===== src/rtl/pendulum_com_trajectory_core_assert.svh =====
// assertion macros for the pendulum com trajectory core
// expects clk and arst_n in the scope of each use
`ifndef PENDULUM_COM_TRAJECTORY_CORE_ASSERT_SVH
`define PENDULUM_COM_TRAJECTORY_CORE_ASSERT_SVH
`ifndef NO_ASSERTIONS
`define PCT_ASSERT_IMP(lbl, pre, post) \
	lbl: assert property (@(posedge clk) disable iff (!arst_n) (pre) |-> (post)) \
		else $error("pct: same-cycle check failed");
`define PCT_ASSERT_NXT(lbl, pre, post) \
	lbl: assert property (@(posedge clk) disable iff (!arst_n) (pre) |=> (post)) \
		else $error("pct: next-cycle check failed");
`else
`define PCT_ASSERT_IMP(lbl, pre, post)
`define PCT_ASSERT_NXT(lbl, pre, post)
`endif
`endif


===== src/rtl/pct_pkg.sv =====
// shared types, constants and helpers of the pendulum com trajectory core
// no dependencies
`timescale 1ns / 1ps
package pct_pkg;

	localparam int DATA_W      = 32;
	localparam int DIFF_W      = DATA_W + 1;
	localparam int GAIN_W      = 24;
	localparam int TSTEP_W     = 17;
	localparam int NPHASE_W    = 6;
	localparam int CFG_DATA_W  = 32;
	localparam int PADDR_W     = 4;
	localparam int QUEUE_DEPTH = 2;

	localparam int DEF_MAX_PHASE_TICKS = 32;
	localparam int DEF_FRAC_BITS       = 16;

	localparam logic [GAIN_W-1:0]   GAIN_RST   = GAIN_W'(8036);
	localparam logic [TSTEP_W-1:0]  TSTEP_RST  = TSTEP_W'(655);
	localparam logic [NPHASE_W-1:0] NPHASE_RST = NPHASE_W'(32);

	typedef enum logic [1:0] {
		REG_GAIN   = 2'd0,
		REG_TSTEP  = 2'd1,
		REG_NPHASE = 2'd2
	} pct_reg_t;

	typedef enum logic {
		CMD_INIT = 1'b0,
		CMD_MOVE = 1'b1
	} pct_cmd_t;

	typedef struct packed {
		pct_cmd_t                 kind;
		logic                     fin;
		logic signed [DATA_W-1:0] from_x;
		logic signed [DATA_W-1:0] from_y;
		logic signed [DATA_W-1:0] to_x;
		logic signed [DATA_W-1:0] to_y;
	} pct_entry_t;

	typedef struct packed {
		logic emit;
		logic phase_end;
	} pct_bstat_t;

	function automatic logic signed [DATA_W-1:0] sat32(input logic signed [63:0] v);
		logic signed [63:0] hi;
		logic signed [63:0] lo;
		hi = 64'sh0000_0000_7FFF_FFFF;
		lo = -64'sh0000_0000_8000_0000;
		if (v > hi) begin
			return hi[DATA_W-1:0];
		end else if (v < lo) begin
			return lo[DATA_W-1:0];
		end
		return v[DATA_W-1:0];
	endfunction

endpackage


===== src/rtl/pct_queue.sv =====
// short command queue between front and back
// depends on pct_pkg
`timescale 1ns / 1ps
module pct_queue import pct_pkg::*; (
	input  logic       clk,
	input  logic       arst_n,
	input  logic       in_valid,
	output logic       in_ready,
	input  pct_entry_t in_entry,
	output logic       out_valid,
	input  logic       out_ready,
	output pct_entry_t out_entry
);

	localparam int PTR_W = $clog2(QUEUE_DEPTH);
	localparam int CNT_W = $clog2(QUEUE_DEPTH + 1);

	pct_entry_t       mem_q [QUEUE_DEPTH];
	logic [PTR_W-1:0] wr_q;
	logic [PTR_W-1:0] rd_q;
	logic [CNT_W-1:0] cnt_q;
	logic             push;
	logic             pop;

	assign in_ready  = cnt_q != CNT_W'(QUEUE_DEPTH);
	assign out_valid = cnt_q != '0;
	assign out_entry = mem_q[rd_q];
	assign push      = in_valid && in_ready;
	assign pop       = out_valid && out_ready;

	always_ff @(posedge clk or negedge arst_n) begin
		if (!arst_n) begin
			for (int i = 0; i < QUEUE_DEPTH; i++) begin
				mem_q[i] <= '0;
			end
			wr_q  <= '0;
			rd_q  <= '0;
			cnt_q <= '0;
		end else begin
			if (push) begin
				mem_q[wr_q] <= in_entry;
				wr_q        <= wr_q + PTR_W'(1);
			end
			if (pop) begin
				rd_q <= rd_q + PTR_W'(1);
			end
			if (push && !pop) begin
				cnt_q <= cnt_q + CNT_W'(1);
			end else if (pop && !push) begin
				cnt_q <= cnt_q - CNT_W'(1);
			end
		end
	end

endmodule


===== config.mk =====
export PLATFORM = sky130hd
export DESIGN_NAME = pct_queue
export DESIGN_NICKNAME = d
export VERILOG_FILES = /design/src/rtl/pendulum_com_trajectory_core_assert.svh /design/src/rtl/pct_pkg.sv /design/src/rtl/pct_queue.sv
export SDC_FILE = /design/constraint.sdc
export NUM_CORES = 1
export LEC_CHECK = 0
export ABC_AREA = 1
export BUFFER_PORTS_ARGS = -buffer_cell sky130_fd_sc_hd__buf_2
export CELL_PAD_IN_SITES_DETAIL_PLACEMENT = 1
export CELL_PAD_IN_SITES_GLOBAL_PLACEMENT = 2
export CORE_ASPECT_RATIO = 0.8
export CORE_MARGIN = 10
export CORE_UTILIZATION = 30
export CTS_BUF_LIST = sky130_fd_sc_hd__clkbuf_16
export DETAILED_ROUTE_END_ITERATION = 16
export PLACE_DENSITY = 0.88
export SKIP_CTS_REPAIR_TIMING = 1
export SLEW_MARGIN = 20
export SYNTH_ARGS = -nofsm -noshare
export SYNTH_HDL_FRONTEND = slang
export SYNTH_SLANG_ARGS = --single-unit

===== constraint.sdc =====
create_clock -name clk -period 2.2 [get_ports clk]
set_input_delay 0.11 -clock clk [delete_from_list [all_inputs] [get_ports clk]]
set_output_delay 0.11 -clock clk [all_outputs]
set_load 0.02 [all_outputs]

==> summary.txt <==
Synthesis
  – Synth top area share: 52.5%
  – Mapped cell area: 0.0126 mm^2
  – Synth Flop Type: dfrtp_1
  – Post-synth EDFFs: 0
  – Cell taking the most area after synthesis: dfrtp_1
  – Synth top cells by count: nand2_1 (921), dfrtp_1 (264), nand4_1 (261)
  – Synth Area in XOR/XNOR: 0.0696%
  – Compound-Gate Fraction of Synth Area: 0%
  – Largest family of logic cells by synthesized area: simple AND/OR/NAND/NOR gates
  – Synth cell types: 16
  – Mapped Nets: 1739
  – Top cells by area, synth: dfrtp_1 (53%), nand2_1 (27%), nand4_1 (13%)
  – Ys async rst share: 100%
  – Avg Cell Area, Syn: 7.84 um^2
  – Cell with the most instances after synthesis: nand2_1
  – Synth Area in Adders: 0.0995%
  – Seq cells post-synth: 264
  – Sequential share of the synthesized area: 52.5%
  – Post-synthesis simple-gate area fraction: 40.7%
  – YS warnings: 0
  – Mux cell area share after synthesis: 0%
  – Syn Inst Count: 1604

GRT
  – Largest net degree at the start of global routing: 131
  – Initial antenna violation count: 2
  – First-pass GRT wire length: 71.8 mm
  – Gr usage total: 17.1%
  – Overflow left after global routing: 0
  – Vias in the first global route: 12400

STA
  – Final Hold Vio Count: 0
  – Worst-Margin Slew: 1.11 ns
  – Final period util: 93.4%
  – Fin crit period: 2.05 ns
  – Final setup vio count: 0
  – Fmax: 0.487 GHz
  – Clock Skew: 0.0211 ns
  – Max Slew Vio Count: 0
  – RSZ-0062 raised after global routing: false
  – Rel. slew slack: 25.9%

Pwr
  – Switching power: 0.0125 W
  – Sw Share: 47.4%
  – Max IR drop VDD: 1.08 mV
  – Share of power burned in registers: 32.0%
  – Cell Pwr Density: 1590 mW/mm^2
  – Clk network pwr share: 18.6%
  – Power Internal: 0.0139 W
  – Combinational group share of total power: 49.4%
  – Leak pwr: 9.07 nW

Finish
  – FILL cells: 5016
  – Fraction of final layout cells sized beyond drive strength 1: 17.4%
  – Synth-to-Final Area Change: 32.0%
  – Nets: 2052
  – Final Non-Filler Cells: 2487
  – Diodes inserted: 0
  – Fin area: 0.0166 mm^2

Place
  – Placed cell count: 2300
  – Dpl hpwl: 26.4 mm
  – GP Congestion: 0.743
  – PortBufs: 265
  – Placed cell areas: 0.0142 mm^2

Clocking
  – Clk slew on worst S/H paths: 0.06 ns
  – CTS HTree Levels: 1
  – CTS tree: yes
  – Worst skew pair latency: 0.57 ns
  – Buffer type at the clock tree root: clkbuf_16
  – TritonCTS buffer count: 31
  – Number of clock sinks: 264
  – CTS Buffer Depth: 3

Status
  – Status: complete, no violations

Die
  – Row Count: 67
  – Initial core utilization: 30.2%
  – Core Footprint: 0.0417 mm^2
  – Die height: 203 um
  – Die Wd: 249 um
  – Num ports: 266
  – Die ar.: 0.0506 mm^2

Critical path
  – Startpoint Class: flop
  – Worst-path cell chain: inv_6 -> buf_16 -> nand2_1 -> nand2_1 -> buf_2
  – CP required: 2.09 ns
  – Most frequent CP cell: nand2_1
  – CP max stage delay: 0.54 ns
  – Crit-path max FO: 55
  – Worst setup EP type: primary output
  – Slowest CP cell: dfrtp_4
  – Worst path arrival time: 1.94 ns
  – Critical path class: flop to primary output

Worst hold path
  – HP Class: input pin to flop

Detailed routing
  – Drt wl/cell: 19.2 um
  – Vias/cell: 4.97
  – Final wirelength: 47.7 mm
  – Via count: 12400
  – Starting DRT DRC Count: 816
  – Drt pass-1 iters: 4
  – Detailed-route DRC error count: 0
  – Post-DRT Antenna Nets: 0

Flow run
  – MaxCap Viol Count: 0
[critical path, delay by kind of cell, from the launching register on]
| kind | cells | cell delay [ns] |
|---|---|---|
| buffers and inverters | 3 | 0.59 |
| DFF | 1 | 0.54 |
| and+or+nand+nor | 2 | 0.23 |
[kinds of logic (layout without fill, tap and decap cells)]
family                     Yosys count  in the layout
xor gates and xnor gates             1              1
adders and majority gates            1              1
buffers and inverters              151            482
DFF                                264            264
and+or+nand+nor                   1187           1187
[cells in the final DEF (no fill, tap or decap)]
master,n
nand2_1,921
buf_2,263
dfrtp_1,262
nand4_1,261
dlygate4sd3_1,133
clkbuf_16,34
buf_12,12
inv_1,11
clkinv_1,7
buf_4,7
buf_16,4
bufinv_16,3
nand3_1,2
nand3_4,2
clkinv_2,2
dfrtp_4,2
inv_6,1
inv_2,1
nand2_8,1
inv_4,1
xnor2_1,1
ha_1,1
clkinvlp_4,1
buf_8,1
clkbuf_8,1
[sequential cells by signal, indices dropped and copies added, names as in the netlist]
register / count
cnt_q: 2
mem_q: 260
rd_q: 1
wr_q: 1
[path summary, 6_finish.rpt]
path / startpoint / end / slack [ns] / cells after the start
max: rd_q$_DFFE_PN0P_ / out_entry[105] / 0.15 / 5
min: in_valid / mem_q[24]$_DFFE_PN0P_ / 0.02 / 3
max reg2reg: wr_q$_DFFE_PN0P_ / mem_q[157]$_DFFE_PN0P_ / 0.16 / 5
min reg2reg: mem_q[125]$_DFFE_PN0P_ / mem_q[125]$_DFFE_PN0P_ / 0.47 / 2
max in group asynchronous: arst_n / mem_q[102]$_DFFE_PN0P_ / 1.26 / 3
min in group asynchronous: arst_n / mem_q[150]$_DFFE_PN0P_ / 0.16 / 2
[layout make-up]
| class | count | area [um^2] | area share, % |
|---|---|---|---|
| flip-flops and latches | 264 | 6610 | 39.8 |
| multi-input cells | 1189 | 5180 | 31.2 |
| repair buffers | 424 | 3150 | 19.0 |
| clock buffers | 31 | 776 | 4.67 |
| well taps | 552 | 691 | 4.16 |
| clock inverters | 20 | 160 | 0.965 |
| inverters | 7 | 33.8 | 0.203 |
[stage by stage]
step / total power (W) / setup WS [ns] / utilization, % / TNS (ns) / hold slack, ns
6_report: 0.0264 / 0.146 / 39.9 / 0 / 0.0202
3_3_place_gp: 0.0208 / 0.463 / 34.2 / 0 / 0.189
5_1_grt: 0.0285 / 0.00399 / 39.9 / 0 / 0.00675
4_1_cts: 0.0262 / -0.0242 / 36.4 / -0.0242 / -0.411
3_5_place_dp: 0.0212 / 0.439 / 34.2 / 0 / 0.208
2_1_floorplan: 0.0167 / 0.629 / - / 0 / -0.186
[power groups by stage]
| stage | Clock, W | Sequential, W | Combinational [W] |
|---|---|---|---|
| finish | 0.00492 | 0.00845 | 0.0131 |
| global route | 0.00528 | 0.00875 | 0.0145 |
| CTS | 0.00507 | 0.00843 | 0.0127 |
| detailed placement | 0 | 0.00848 | 0.0127 |
| global placement | 0 | 0.00837 | 0.0124 |
| floorplan | 0 | 0.00811 | 0.00863 |
[routing by layer]
layer / wire [um] / track usage (%) / vias to the layer above
met1: 22200 / 23.3 / 6157
met4: 718 / 2.98 / 4
met5: 14 / 0 / -
met3: 2120 / 3.87 / 55
met2: 22700 / 27.6 / 265
li1: - / - / 5875
Power figures use the tool's default switching activity.
