--- src/rtl/pendulum_com_trajectory_core_assert.svh ---
// assertion macros for the pendulum com trajectory core
// expects clk and arst_n in the scope of each use
`ifndef PENDULUM_COM_TRAJECTORY_CORE_ASSERT_SVH
`define PENDULUM_COM_TRAJECTORY_CORE_ASSERT_SVH
`ifndef NO_ASSERTIONS
`define PCT_ASSERT_IMP(lbl, pre, post) \
	lbl: assert property (@(posedge clk) disable iff (!arst_n) (pre) |-> (post)) \
		else $error("pct: same-cycle check failed");
`define PCT_ASSERT_NXT(lbl, pre, post) \
	lbl: assert property (@(posedge clk) disable iff (!arst_n) (pre) |=> (post)) \
		else $error("pct: next-cycle check failed");
`else
`define PCT_ASSERT_IMP(lbl, pre, post)
`define PCT_ASSERT_NXT(lbl, pre, post)
`endif
`endif

--- src/rtl/pct_pkg.sv ---
// shared types, constants and helpers of the pendulum com trajectory core
// no dependencies
`timescale 1ns / 1ps
package pct_pkg;

	localparam int DATA_W      = 32;
	localparam int DIFF_W      = DATA_W + 1;
	localparam int GAIN_W      = 24;
	localparam int TSTEP_W     = 17;
	localparam int NPHASE_W    = 6;
	localparam int CFG_DATA_W  = 32;
	localparam int PADDR_W     = 4;
	localparam int QUEUE_DEPTH = 2;

	localparam int DEF_MAX_PHASE_TICKS = 32;
	localparam int DEF_FRAC_BITS       = 16;

	localparam logic [GAIN_W-1:0]   GAIN_RST   = GAIN_W'(8036);
	localparam logic [TSTEP_W-1:0]  TSTEP_RST  = TSTEP_W'(655);
	localparam logic [NPHASE_W-1:0] NPHASE_RST = NPHASE_W'(32);

	typedef enum logic [1:0] {
		REG_GAIN   = 2'd0,
		REG_TSTEP  = 2'd1,
		REG_NPHASE = 2'd2
	} pct_reg_t;

	typedef enum logic {
		CMD_INIT = 1'b0,
		CMD_MOVE = 1'b1
	} pct_cmd_t;

	typedef struct packed {
		pct_cmd_t                 kind;
		logic                     fin;
		logic signed [DATA_W-1:0] from_x;
		logic signed [DATA_W-1:0] from_y;
		logic signed [DATA_W-1:0] to_x;
		logic signed [DATA_W-1:0] to_y;
	} pct_entry_t;

	typedef struct packed {
		logic emit;
		logic phase_end;
	} pct_bstat_t;

	function automatic logic signed [DATA_W-1:0] sat32(input logic signed [63:0] v);
		logic signed [63:0] hi;
		logic signed [63:0] lo;
		hi = 64'sh0000_0000_7FFF_FFFF;
		lo = -64'sh0000_0000_8000_0000;
		if (v > hi) begin
			return hi[DATA_W-1:0];
		end else if (v < lo) begin
			return lo[DATA_W-1:0];
		end
		return v[DATA_W-1:0];
	endfunction

endpackage

--- src/rtl/pct_front.sv ---
// front end: takes footsteps and turns each into one command for the back end
// depends on pct_pkg
`timescale 1ns / 1ps
module pct_front import pct_pkg::*; (
	input  logic                clk,
	input  logic                arst_n,
	input  logic                s_tvalid,
	output logic                s_tready,
	input  logic [2*DATA_W-1:0] s_tdata,   // foot_x, foot_y
	input  logic                s_tlast,   // final_step
	output logic                q_valid,
	input  logic                q_ready,
	output pct_entry_t          q_entry
);

	logic                     started_q;
	logic signed [DATA_W-1:0] prev_x_q;
	logic signed [DATA_W-1:0] prev_y_q;
	logic                     accept;

	assign s_tready = q_ready;
	assign q_valid  = s_tvalid;
	assign accept   = s_tvalid && q_ready;

	always_comb begin
		q_entry.kind   = started_q ? CMD_MOVE : CMD_INIT;
		q_entry.fin    = s_tlast;
		q_entry.from_x = prev_x_q;
		q_entry.from_y = prev_y_q;
		q_entry.to_x   = s_tdata[DATA_W-1:0];
		q_entry.to_y   = s_tdata[2*DATA_W-1:DATA_W];
	end

	always_ff @(posedge clk or negedge arst_n) begin
		if (!arst_n) begin
			started_q <= 1'b0;
			prev_x_q  <= '0;
			prev_y_q  <= '0;
		end else if (accept) begin
			// a final footstep closes the plan
			started_q <= !s_tlast;
			prev_x_q  <= s_tdata[DATA_W-1:0];
			prev_y_q  <= s_tdata[2*DATA_W-1:DATA_W];
		end
	end

endmodule

--- config.mk ---
export PLATFORM = sky130hd
export DESIGN_NAME = pct_front
export DESIGN_NICKNAME = d
export VERILOG_FILES = /design/src/rtl/pendulum_com_trajectory_core_assert.svh /design/src/rtl/pct_pkg.sv /design/src/rtl/pct_front.sv
export SDC_FILE = /design/constraint.sdc
export NUM_CORES = 1
export LEC_CHECK = 0
export BUFFER_PORTS_ARGS = -buffer_cell sky130_fd_sc_hd__buf_4
export CAP_MARGIN = 25
export CELL_PAD_IN_SITES_DETAIL_PLACEMENT = 2
export CELL_PAD_IN_SITES_GLOBAL_PLACEMENT = 2
export CORE_MARGIN = 8
export CORE_UTILIZATION = 25
export DETAILED_ROUTE_END_ITERATION = 8
export HOLD_SLACK_MARGIN = 0.03
export PLACE_DENSITY_LB_ADDON = 0.1
export RECOVER_POWER = 50
export SETUP_SLACK_MARGIN = 0.05
export SLEW_MARGIN = 5
export SYNTH_ARGS = -nofsm -noshare
export SYNTH_HDL_FRONTEND = slang
export SYNTH_SLANG_ARGS = --single-unit
--- constraint.sdc ---
create_clock -name clk -period 0.9 [get_ports clk]
set_input_delay 0.045 -clock clk [delete_from_list [all_inputs] [get_ports clk]]
set_output_delay 0.045 -clock clk [all_outputs]
set_load 0.01 [all_outputs]
==> impl_metrics.csv, run 1 <==
group,metric,value,unit
sta,post-route-period-util,99.7,%
finish,multi_input_area,769,um2
detailed_routing,ant_nets,0,
logic_synthesis,ys_ff_latch,65,
pwr,p_int,7.42,mW
pwr,seqPwrFrac,37.0,%
floorplan,num_rows,40,
placement,place_congestion,0.678,
setup_path,slowest_stage,"dfrtp_1",
clock_tree,clockBufferDepth,2,
finish,n_antenna_cell,0,
setup_path,r2r_setup_slack,2,ps
status,status,"completed",
grt,grt_usage,12.9,%
pwr,power_switching,2.50,mW
grt,grt_max_degree,66,
sta,relSlewSlack,59.5,%
finish,drive_gt1_share,52.7,%
setup_path,worstSetupPathType,"reg -> out",
sta,fin_crit,898,ps
placement,io_buffer_count,200,
floorplan,start_util,25.2,%
clock_tree,htreeDepth,3,
setup_path,cp_num_buf_inv,1,
sta,fmax,1.11,GHz
detailed_routing,num_vias,2305,
sta,drv_slew,0,
detailed_routing,drt-wirelength-per-cell,17.3,um
worst_hold_path,min_from,"q_ready",
detailed_routing,dr.pass1.iters,2,
setup_path,path_cells,"buf_6",
logic_synthesis,synthCells,206,
finish,final-seq-area,0.00163,mm2
pwr,swShare,25.2,%
logic_synthesis,synthesis.nets,275,
sta,final-hold-violation-count,0,
clock_tree,numCtsBuffers,9,
setup_path,r2r_start,"prev_x_q[6]",
logic_synthesis,syn_area,0.00298,mm2
worst_hold_path,hold_class,"in -> reg",
logic_synthesis,ys_types,8,
pwr,powerDensity,1910,mW/mm2
detailed_routing,drt-vias-per-instance,4.02,
floorplan,die_x,125,um
clock_tree,worstSkewPairLatency,320,ps
detailed_routing,drt_iter0_markers,53,
floorplan,core_area,0.0118,mm2
setup_path,path_delay_family,"flip-flops",
setup_path,critPathRequiredTime,850,ps
placement,detailed_place_hpwl,7460,um
clock_tree,clk_pin_slew,60,ps
clock_tree,cts_sinks,65,
setup_path,slowest_delay,400,ps
setup_path,cp_max_fo,2,
finish,fin_util,44.0,%
finish,syn_to_final_growth,74.3,%
finish,fin_nets,491,
placement,dp_slack,-73.2,ps
floorplan,dieHeight,125,um
logic_synthesis,ys_seq_area_share,54.6,%
logic_synthesis,yosysWarnings,0,
finish,nFillCells,1250,
floorplan,dieArea,0.0157,mm2
clock_tree,cts_tree,"yes",
sta,rsz0062_at_grt,"true",
setup_path,critPathCaptureType,"primary output",
grt,grt_antenna_before_repair,0,
worst_hold_path,hold_end,"started_q",
sta,setup_viol,0,
floorplan,io_pins,201,
sta,worstMarginPinSlew,608,ps
pwr,combPwrFrac,26.9,%
grt,gr-total-overflow,0,
clock_tree,cts_root_buf,"clkbuf_16",
sta,worst_slack,2.26,ps
worst_hold_path,hold-path-cell-count,3,
setup_path,start_kind,"register",
setup_path,arrival,850,ps
setup_path,worstReg2RegEnd,"prev_x_q[6]",
flow_run,maxCapViolCount,0,
detailed_routing,drc,0,
grt,grt_pass1_wl,15800,um
sta,clock_skew,0,ps
grt,grt_pass1_vias,2766,
pwr,power.leakage,2.38,nW
logic_synthesis,synth_area_per_cell,14.5,um2
detailed_routing,wirelength,9920,um
setup_path,rr_worst_depth,2,
pwr,ir_drop,614,uV
pwr,clock_power_share,36.1,%
stage by stage:
stage	cells	setup TNS [ps]	hold slack [ps]	cell area, um2	total power, mW
after CTS	574	-38.9	31.2	5440	10.2
final	574	0	43.9	5200	9.92
after global routing	574	-1240	46.4	5200	10.4
after floorplan	206	0	-251	2980	4.64
after global placement	486	-2680	86.6	4180	5.89
after detailed placement	486	-3300	87.7	4180	5.94
layout make-up:
type / count / area share (%)
tap: 147 / 3.54
clock buffer: 14 / 5.27
multi-input combinational: 67 / 14.8
timing repair buffer: 279 / 44.4
clock inverter: 2 / 0.674
sequential: 65 / 31.3
layer usage:
layer	global-route usage, %	routed length (um)	share of wire [%]	vias to the layer above
met2	24.0	5550	56	95
met4	4.51	87	0.88	0
li1	-	-	-	1053
met5	0	0	0	-
met3	4.55	750	7.6	6
met1	12.9	3530	36	1151
tightest hold or removal path, cell delays in order:
cell and delay, ps:
buf_4 100, buf_4 110, a31oi_1 60
power by group through the flow:
stage                     Sequential (mW)  Clock, mW  Combinational, mW
final                                3.67       3.58               2.67
after global routing                 3.72       3.82               2.87
after CTS                            3.66       3.72               2.86
after detailed placement             3.63          0               2.32
after global placement               3.60          0               2.29
after floorplan                      3.81          0              0.830
sequential cells by signal, summed over array words and instances, names as in the netlist:
name	flops
prev_y_q	32
prev_x_q	32
started_q	1
cell families after synthesis:
logic type / Yosys count / synth area share, %
AO/OA/AOI/OAI: 2 / 0.378
buffers and inverters: 74 / 19.9
flip-flops: 65 / 54.6
multiplexers: 64 / 24.8
AND/OR/NAND/NOR: 1 / 0.378
cells in the final DEF (no fill, tap or decap), types with 3 or more instances in the layout:
master	n
mux2_2	57
buf_12	3
buf_4	73
buf_6	70
dfrtp_1	65
clkbuf_1	69
clkbuf_8	3
mux2_4	7
clkbuf_16	9
dlygate4sd3_1	66
worst max path at each step:
stage / startpoint / endpoint / slack, ps / cells after the start
after floorplan: s_tvalid / prev_y_q[0] / 110 / 3
after global placement: s_tvalid / prev_x_q[22] / -50 / 4
after detailed placement: s_tvalid / prev_y_q[4] / -70 / 4
after CTS: prev_y_q[4] / q_entry[68] / -20 / 1
after global routing: prev_x_q[2] / q_entry[98] / -30 / 1
final: prev_y_q[4] / q_entry[68] / 2 / 1
synth_stat cells (all sizes together):
cell / instances / area (um2)
a21oi: 1 / 5.00
clkbuf: 6 / 82.6
a31oi: 1 / 6.26
buf: 68 / 510
nand2: 1 / 11.3
dfrtp: 65 / 1630
mux2: 64 / 739
repair_timing:
action | CTS | global route
hold buffers | 66 | 0
endpoints found under the setup margin | 65 | 70
buffers inserted | 6 | 0
gates resized for setup | 67 | 4
hold endpoints to repair | 130 | 0
No activity file was read; power rests on OpenSTA's default activity.
==> run 2, diff against run 1 <==
--- a/config.mk
+++ b/config.mk
@@ -5,12 +5,13 @@
 export SDC_FILE = /design/constraint.sdc
 export NUM_CORES = 1
 export LEC_CHECK = 0
+export ABC_AREA = 1
 export BUFFER_PORTS_ARGS = -buffer_cell sky130_fd_sc_hd__buf_4
 export CAP_MARGIN = 25
 export CELL_PAD_IN_SITES_DETAIL_PLACEMENT = 2
 export CELL_PAD_IN_SITES_GLOBAL_PLACEMENT = 2
 export CORE_MARGIN = 8
-export CORE_UTILIZATION = 25
+export CORE_UTILIZATION = 22
 export DETAILED_ROUTE_END_ITERATION = 8
 export HOLD_SLACK_MARGIN = 0.03
 export PLACE_DENSITY_LB_ADDON = 0.1
==> run 2 against run 1 <==
Against the previous run: the run now ends with setup timing left; sequential cell count unchanged; core utilization down 3.9 points; synthesized area up 4.1%; combinational power up 3%; register-to-register slack better by 30 ps; design area up 6.8%; maximum frequency down 1.5%; synthesized cell count up 70%; count of clock-buffer cells in the layout down 1; global-route usage up 1.2 points; largest power group unchanged.
==> impl_metrics.csv, run 2 <==
group,metric,value,unit
status,status,"complete, but fails checks",
status,failed_checks,"setup timing",
finish,final_cell_mix,"nand2_1 (123), buf_4 (103), buf_6 (69)",
sta,fmax,1.10,GHz
sta,clock_skew,0,ps
logic_synthesis,synth_largest_area_cell,"dfrtp_1",
logic_synthesis,yosysTopAreaCellShare,52.4,%
finish,layout_commonest_cell,"nand2_1",
clock_tree,numCtsBuffers,9,
logic_synthesis,synth_edf_count,0,
clock_tree,worstSkewPairLatency,330,ps
floorplan,die_x,135,um
pwr,p_int,6.88,mW
floorplan,io_pins,201,
placement,place_congestion,0.687,
pwr,seqPwrFrac,37.3,%
flow_run,maxCapViolCount,0,
clock_tree,cts_tree,"yes",
setup_path,slowest_delay,400,ps
placement,detailed_place_hpwl,8310,um
clock_tree,clk_pin_slew,60,ps
detailed_routing,drt-vias-per-instance,4.16,
detailed_routing,drt-wirelength-per-cell,16.5,um
floorplan,start_util,22.5,%
grt,grt_antenna_before_repair,0,
setup_path,slowest_stage,"dfrtp_1",
pwr,swShare,28.2,%
pwr,p_total,9.57,mW
detailed_routing,wirelength,12700,um
finish,fin_nets,654,
finish,drive_gt1_share,34.2,%
sta,final-hold-violation-count,0,
floorplan,num_rows,43,
grt,gr-total-overflow,0,
logic_synthesis,ys_types,7,
placement,io_buffer_count,200,
sta,setup_viol,12,
finish,reg.largest.list,"prev_x_q: 32 flops, prev_y_q: 32 flops, started_q: 1 flops",
pwr,ir_drop,599,uV
floorplan,dieArea,0.0182,mm2
logic_synthesis,synthCells,351,
sta,rsz0062_at_grt,"true",
placement,dp_slack,157,ps
sta,relSlewSlack,62.8,%
setup_path,start_kind,"register",
finish,nFillCells,1570,
worst_hold_path,hold_class,"in -> reg",
pwr,powerDensity,1730,mW/mm2
setup_path,worstSetupPathType,"reg -> out",
setup_path,critPathCaptureType,"primary output",
pwr,combPwrFrac,28.7,%
setup_path,arrival,870,ps
grt,grt_usage,14.0,%
sta,fin_crit,912,ps
setup_path,cp_num_buf_inv,1,
sta,drv_slew,0,
floorplan,core_area,0.0138,mm2
grt,grt_max_degree,66,
detailed_routing,num_vias,3204,
setup_path,path_cells,"buf_6",
detailed_routing,drt_iter0_markers,143,
logic_synthesis,ys.flop_type,"dfrtp_1",
setup_path,path_delay_family,"flip-flops",
logic_synthesis,synth.most_common_cell,"nand2_1",
pwr,power.leakage,2.84,nW
floorplan,dieHeight,135,um
clock_tree,cts_sinks,65,
clock_tree,cts_root_buf,"clkbuf_16",
logic_synthesis,synthesis.nets,420,
clock_tree,clockBufferDepth,2,
detailed_routing,ant_nets,0,
grt,grt_pass1_vias,3799,
logic_synthesis,yosysWarnings,0,
setup_path,critPathRequiredTime,850,ps
logic_synthesis,netlist_top_cells_count,"nand2_1 (131), buf_4 (72), dfrtp_1 (65), nand3_1 (65), buf_2 (12)",
pwr,clock_power_share,34.0,%
detailed_routing,drc,0,
logic_synthesis,syn_area,0.00310,mm2
logic_synthesis,synth-async-reset-ratio,100,%
sta,worstMarginPinSlew,558,ps
logic_synthesis,synthTopCellsByArea,"dfrtp_1 (52%), buf_4 (17%), nand2_1 (16%), nand3_1 (10%), buf_2 (1.9%)",
logic_synthesis,ys_seq_area_share,52.4,%
detailed_routing,dr.pass1.iters,4,
grt,grt_pass1_wl,20100,um
logic_synthesis,ys_ff_latch,65,
sta,worst_slack,-11.7,ps
finish,n_antenna_cell,0,
pwr,power_switching,2.70,mW
finish,syn_to_final_growth,78.8,%
setup_path,cp_max_fo,2,
clock_tree,htreeDepth,3,
logic_synthesis,synth_area_per_cell,8.84,um2
sta,post-route-period-util,101,%
run 2: changes by cell type after synthesis:
cell      previous run  this run
clkbuf_8             6         0
nand3_1              0        65
inv_1                0         1
a21oi_1              1         0
nand2_4              1         0
buf_2                0        12
buf_4               68        72
a31oi_1              1         0
buf_6                0         5
mux2_2              59         0
mux2_4               5         0
nand2_1              0       131
run 2: path summary, 6_finish.rpt:
path                         startpoint           end  slack (ps)  cells past startpoint
max in group asynchronous        arst_n  prev_y_q[28]         120                      3
hold / removal                  q_ready   prev_y_q[8]         210                      4
hold reg to reg            prev_x_q[24]  prev_x_q[24]         490                      2
setup reg to reg           prev_x_q[11]  prev_x_q[11]          30                      4
setup / recovery            prev_y_q[7]   q_entry[71]         -10                      1
min in group asynchronous        arst_n  prev_x_q[18]         360                      3
run 2: cell type report:
cell class	count	area, um2	area share [%]
Clock buffer	13	260	4.69
Timing Repair Buffer	312	2580	46.5
Sequential cell	65	1630	29.3
Tap cell	180	225	4.06
Clock inverter	3	15.0	0.271
Inverter	1	3.75	0.0676
Multi-Input combinational cell	196	837	15.1
run 2: metal layers:
layer  global-route usage [%]  vias to the layer above  wire (um)
li1                         -                     1509          -
met1                     15.7                     1553       5310
met2                     22.8                      129       6040
met3                     6.24                       13       1180
met4                     5.61                        0        200
met5                        0                        -          0
run 2: cells by family (layout without fill, tap and decap cells):
family	after synthesis	count (layout)	share of synthesized area, %
buffers and inverters	90	329	21.3
DFF	65	65	52.4
and+or+nand+nor	196	196	26.3
run 2: what timing repair did:
| item | in CTS | in global routing |
|---|---|---|
| pin swaps | 0 | 4 |
| hold buffers | 67 | 0 |
| cloned | 0 | 0 |
| hold endpoints to repair | 130 | 0 |
| setup endpoints to repair | 65 | 65 |
| gates resized for setup | 65 | 11 |
| buffers inserted | 21 | 17 |
run 2: power by group through the flow:
| stage | Combinational (mW) | Clock (mW) | Sequential (mW) |
|---|---|---|---|
| 3_5_place_dp | 2.14 | 0 | 3.55 |
| 5_1_grt | 3.02 | 3.52 | 3.61 |
| 2_1_floorplan | 0.771 | 0 | 3.70 |
| 4_1_cts | 2.75 | 3.40 | 3.56 |
| 6_report | 2.75 | 3.26 | 3.57 |
| 3_3_place_gp | 2.10 | 0 | 3.54 |
run 2: stage by stage:
stage / util, % / hold slack [ps] / setup TNS, ps / cells / instance area [um2]
2_1_floorplan: - / -251 / 0 / 351 / 3100
3_3_place_gp: 31.0 / 89.8 / 0 / 649 / 4290
3_5_place_dp: 31.0 / 88.2 / 0 / 649 / 4290
4_1_cts: 40.8 / 194 / -886 / 753 / 5640
5_1_grt: 40.1 / 216 / -1920 / 770 / 5550
6_report: 40.1 / 206 / -40.6 / 770 / 5550
